<file path="src/rtl/ppr_pkg.sv">
`default_nettype none

package ppr_pkg;

   localparam int VAL_W    = 48;
   localparam int SEQ_W    = 32;
   localparam int CAP_W    = 11;
   localparam int COUNT_W  = 11;
   localparam int AXES     = 3;
   localparam int AXIS_W   = 2;

   localparam logic [AXIS_W-1:0] LAST_AXIS = 2'd2;
   localparam logic [CAP_W-1:0]  CAP_RESET = 11'd1024;

   typedef logic [VAL_W-1:0] value_type;
   typedef logic [SEQ_W-1:0] seq_type;

   typedef enum logic {
      CMD_PUSH      = 1'b0,
      CMD_RECONCILE = 1'b1
   } command_type;

   typedef enum logic [2:0] {
      STAT_OK         = 3'd0,
      STAT_BAD_SEQ    = 3'd1,
      STAT_PUSH_OVF   = 3'd2,
      STAT_BAD_REC    = 3'd3,
      STAT_REPLAY_OVF = 3'd4
   } status_type;

   typedef enum logic [2:0] {
      ST_IDLE,
      ST_PUSH_ADD,
      ST_PUSH_COMMIT,
      ST_REC_READ,
      ST_REC_CHECK,
      ST_REC_ADD,
      ST_REC_COMMIT,
      ST_RESP
   } state_type;

   // One buffered input: its sequence and the three axis deltas.
   typedef struct packed {
      seq_type               seq;
      value_type [AXES-1:0]  delta;
   } entry_type;

   typedef struct packed {
      value_type sum;
      logic      ovf;
   } add_result_type;

endpackage

`default_nettype wire

</file>
<file path="src/rtl/ppr_add_unit.sv">
`default_nettype none

module ppr_add_unit (
   input  wire ppr_pkg::value_type      a,
   input  wire ppr_pkg::value_type      b,
   output ppr_pkg::add_result_type      result
);
   import ppr_pkg::*;

   logic [VAL_W:0] wide_sum;

   assign wide_sum = {a[VAL_W-1], a} + {b[VAL_W-1], b};

   // The sum leaves the signed range when the two top bits disagree.
   assign result.sum = wide_sum[VAL_W-1:0];
   assign result.ovf = wide_sum[VAL_W] ^ wide_sum[VAL_W-1];

endmodule

`default_nettype wire

</file>
<file path="config.mk">
export PLATFORM = sky130hd
export DESIGN_NAME = ppr_add_unit
export DESIGN_NICKNAME = d
export VERILOG_FILES = /design/src/rtl/ppr_pkg.sv /design/src/rtl/ppr_add_unit.sv
export SDC_FILE = /design/constraint.sdc
export NUM_CORES = 1
export LEC_CHECK = 0
export BUFFER_PORTS_ARGS = -buffer_cell sky130_fd_sc_hd__buf_2
export CAP_MARGIN = 0
export CORE_UTILIZATION = 26
export DETAILED_ROUTE_END_ITERATION = 6
export PLACE_DENSITY_LB_ADDON = 0.25
export SYNTH_ARGS = -nofsm -noshare
export SYNTH_HDL_FRONTEND = slang
export SYNTH_SLANG_ARGS = --single-unit
</file>
<file path="constraint.sdc">
create_clock -name vclk -period 4.3
set_clock_uncertainty 0.15 [all_clocks]
set_input_delay 0.215 -clock vclk [all_inputs]
set_output_delay 0.215 -clock vclk [all_outputs]
set_load 0.01 [all_outputs]
</file>
==> impl_metrics.ini <==
[global_routing]
grt_use_total_pct = 14.9
grt_antenna_before_repair = 0
overflow = 0
grt_first_pass_wirelength_um = 14300
grt_pass1_vias = 3229
grt_start_max_net_pins = 13

[timing]
fin_crit_sh_pct = 83.4
worstMarginPinSlew_ps = 653
setup_viol = 0
tns_ps = 0
rsz0062_at_grt = no
max_freq_ghz = 0.279
slew_violations = 0
hold_viol = 0
relSlewSlack_pct = 56.1
post-route-min-period_ps = 3580

[cells_and_area]
seq_area_sq_um = 0
fin_cells = 668
num_antenna_cells = 0
area_growth_pct = 30.0
clock_buffers = 0
layout-drive-gt1-share_pct = 29.7
nets = 679
seq_cell_count = 0

[setup_path]
critical_path_class = primary input to output port
critical_path.endpoint_type = output port
critPathCapture = result[37]
critical_path_required_ps = 3930
path_max_fanout = 5
cp.arrival_ps = 3220
startpoint_type = primary input
crit_path_start = a[0]

[logic_synthesis]
yosysSeqAreaShare_pct = 0
synthDominantCellAreaShare_pct = 21.7
synth_cell_types = 52
synth_cells = 401
synth_common_cells = a21oi_1 (53), ha_1 (48), nand2_1 (33), o21ai_0 (31), xnor2_1 (25)
synthTopCellsByArea = ha_1 (22%), a21oi_1 (9.6%), xnor2_1 (7.9%), xor2_1 (6.0%), a21o_1 (6.0%)
yosysTopAreaCell = ha_1
synth.most_common_cell = a21oi_1
ys_warn_count = 0
synth_fp_nets = 546
netlist_area_sq_um = 2770
syn_area_per_cell_sq_um = 6.91

[clocking]
cts_resized = 0
post-cts-setup-buffer-count = 0
postCtsHoldBufs = 0

[die]
core-area_sq_um = 10300
die_w_um = 105
ios = 145
placementRows = 37
initial_utilization_pct = 26.8
die_y_um = 105
dieArea_sq_um = 11100

[pwr]
power.density_nw_per_um2 = 180
peakVddDrop_v = 0.0000790
leakage_nw = 1.80

[run_status]
outcome = completed

[drt]
routedWlPerCell_um = 13.2
drtIter0Drc = 98
drcViolationCount = 0
drt_first_pass_iters = 4
via_per_inst = 5.15
ant_nets = 0
wl_um = 8790
num_vias = 3441

[worst_hold_path]
hold_class = primary input to output port

[place]
dp_hpwl_um = 7550
dpl.cell_count = 668
gp_routability_congestion = 0.815
port_buffers = 145

[flow_run]
drv_cap = 0
==> kinds of logic after synthesis <==
family | share of synthesized area, %
adders and majority gates | 22.4
buffers and inverters | 4.52
AOI/OAI and AO/OA | 39.2
xor gates and xnor gates | 13.9
and+or+nand+nor | 20.0
==> how the worst min path moves through the flow <==
stage	from	endpoint	slack, ps	cells after the start
2_1_floorplan	b[0]	result[1]	420	1
6_report	b[0]	result[1]	590	3
3_5_place_dp	b[0]	result[1]	590	3
5_1_grt	b[0]	result[1]	610	3
4_1_cts	b[0]	result[1]	590	3
3_3_place_gp	b[0]	result[1]	590	3
==> per-stage QoR <==
stage / total power [mW] / hold WS [ps] / instance area (sq um) / setup slack, ps / utilization (%)
2_1_floorplan: 0.429 / 420 / 2770 / 1380 / -
3_3_place_gp: 0.647 / 587 / 3600 / 976 / 34.9
3_5_place_dp: 0.647 / 593 / 3600 / 782 / 34.9
4_1_cts: 0.652 / 593 / 3600 / 776 / 34.9
5_1_grt: 0.717 / 612 / 3600 / 524 / 34.9
6_report: 0.650 / 586 / 3600 / 715 / 34.9
==> metal layers <==
metal	vias up	GRT usage, %	share of wire, %
li1	1792	-	-
met1	1531	20.7	49
met2	114	25.8	46
met3	4	1.06	4.8
met4	0	1.01	0.38
met5	-	0	0
==> worst max-delay path, stage by stage <==
cell and delay, ps:
buf_2 100, ha_1 210, fa_1 430, a21o_1 190
a31oi_1 240, a2bb2oi_1 390, a2111oi_2 170, o22a_4 290
a2111oi_0 490, a41oi_1 110, o311ai_0 170, buf_2 210
==> cell type report <==
type,count,area [sq um]
Fill cell,1139,6720
Inverter,14,52.6
Tap cell,136,170
Multi-Input combinational cell,372,2640
Timing Repair Buffer,146,733
==> where the power goes <==
part	leakage [nW]	total, mW	internal (mW)	switching (mW)
Combinational	1.80	0.650	0.284	0.366
Clock	0	0	0	0
Sequential	0	0	0	0
==> placed cells by master (no fill, tap or decap), types with 4 or more instances in the layout <==
master	synthesis	routed
buf_2	1	145
o211ai_1	4	4
nand4_1	12	12
xor2_1	19	19
and3_1	4	4
a21oi_1	53	53
ha_1	48	48
a21o_1	22	22
o21ai_0	31	31
o21ai_1	6	6
xnor2_1	25	25
nor3_1	7	7
nor2_1	21	21
and4_1	4	4
nand3_1	12	12
a31oi_1	10	10
o21bai_1	6	6
inv_1	14	14
a211oi_1	4	4
nand2_1	33	33
Note: power is estimated with default switching activity, not from simulation.
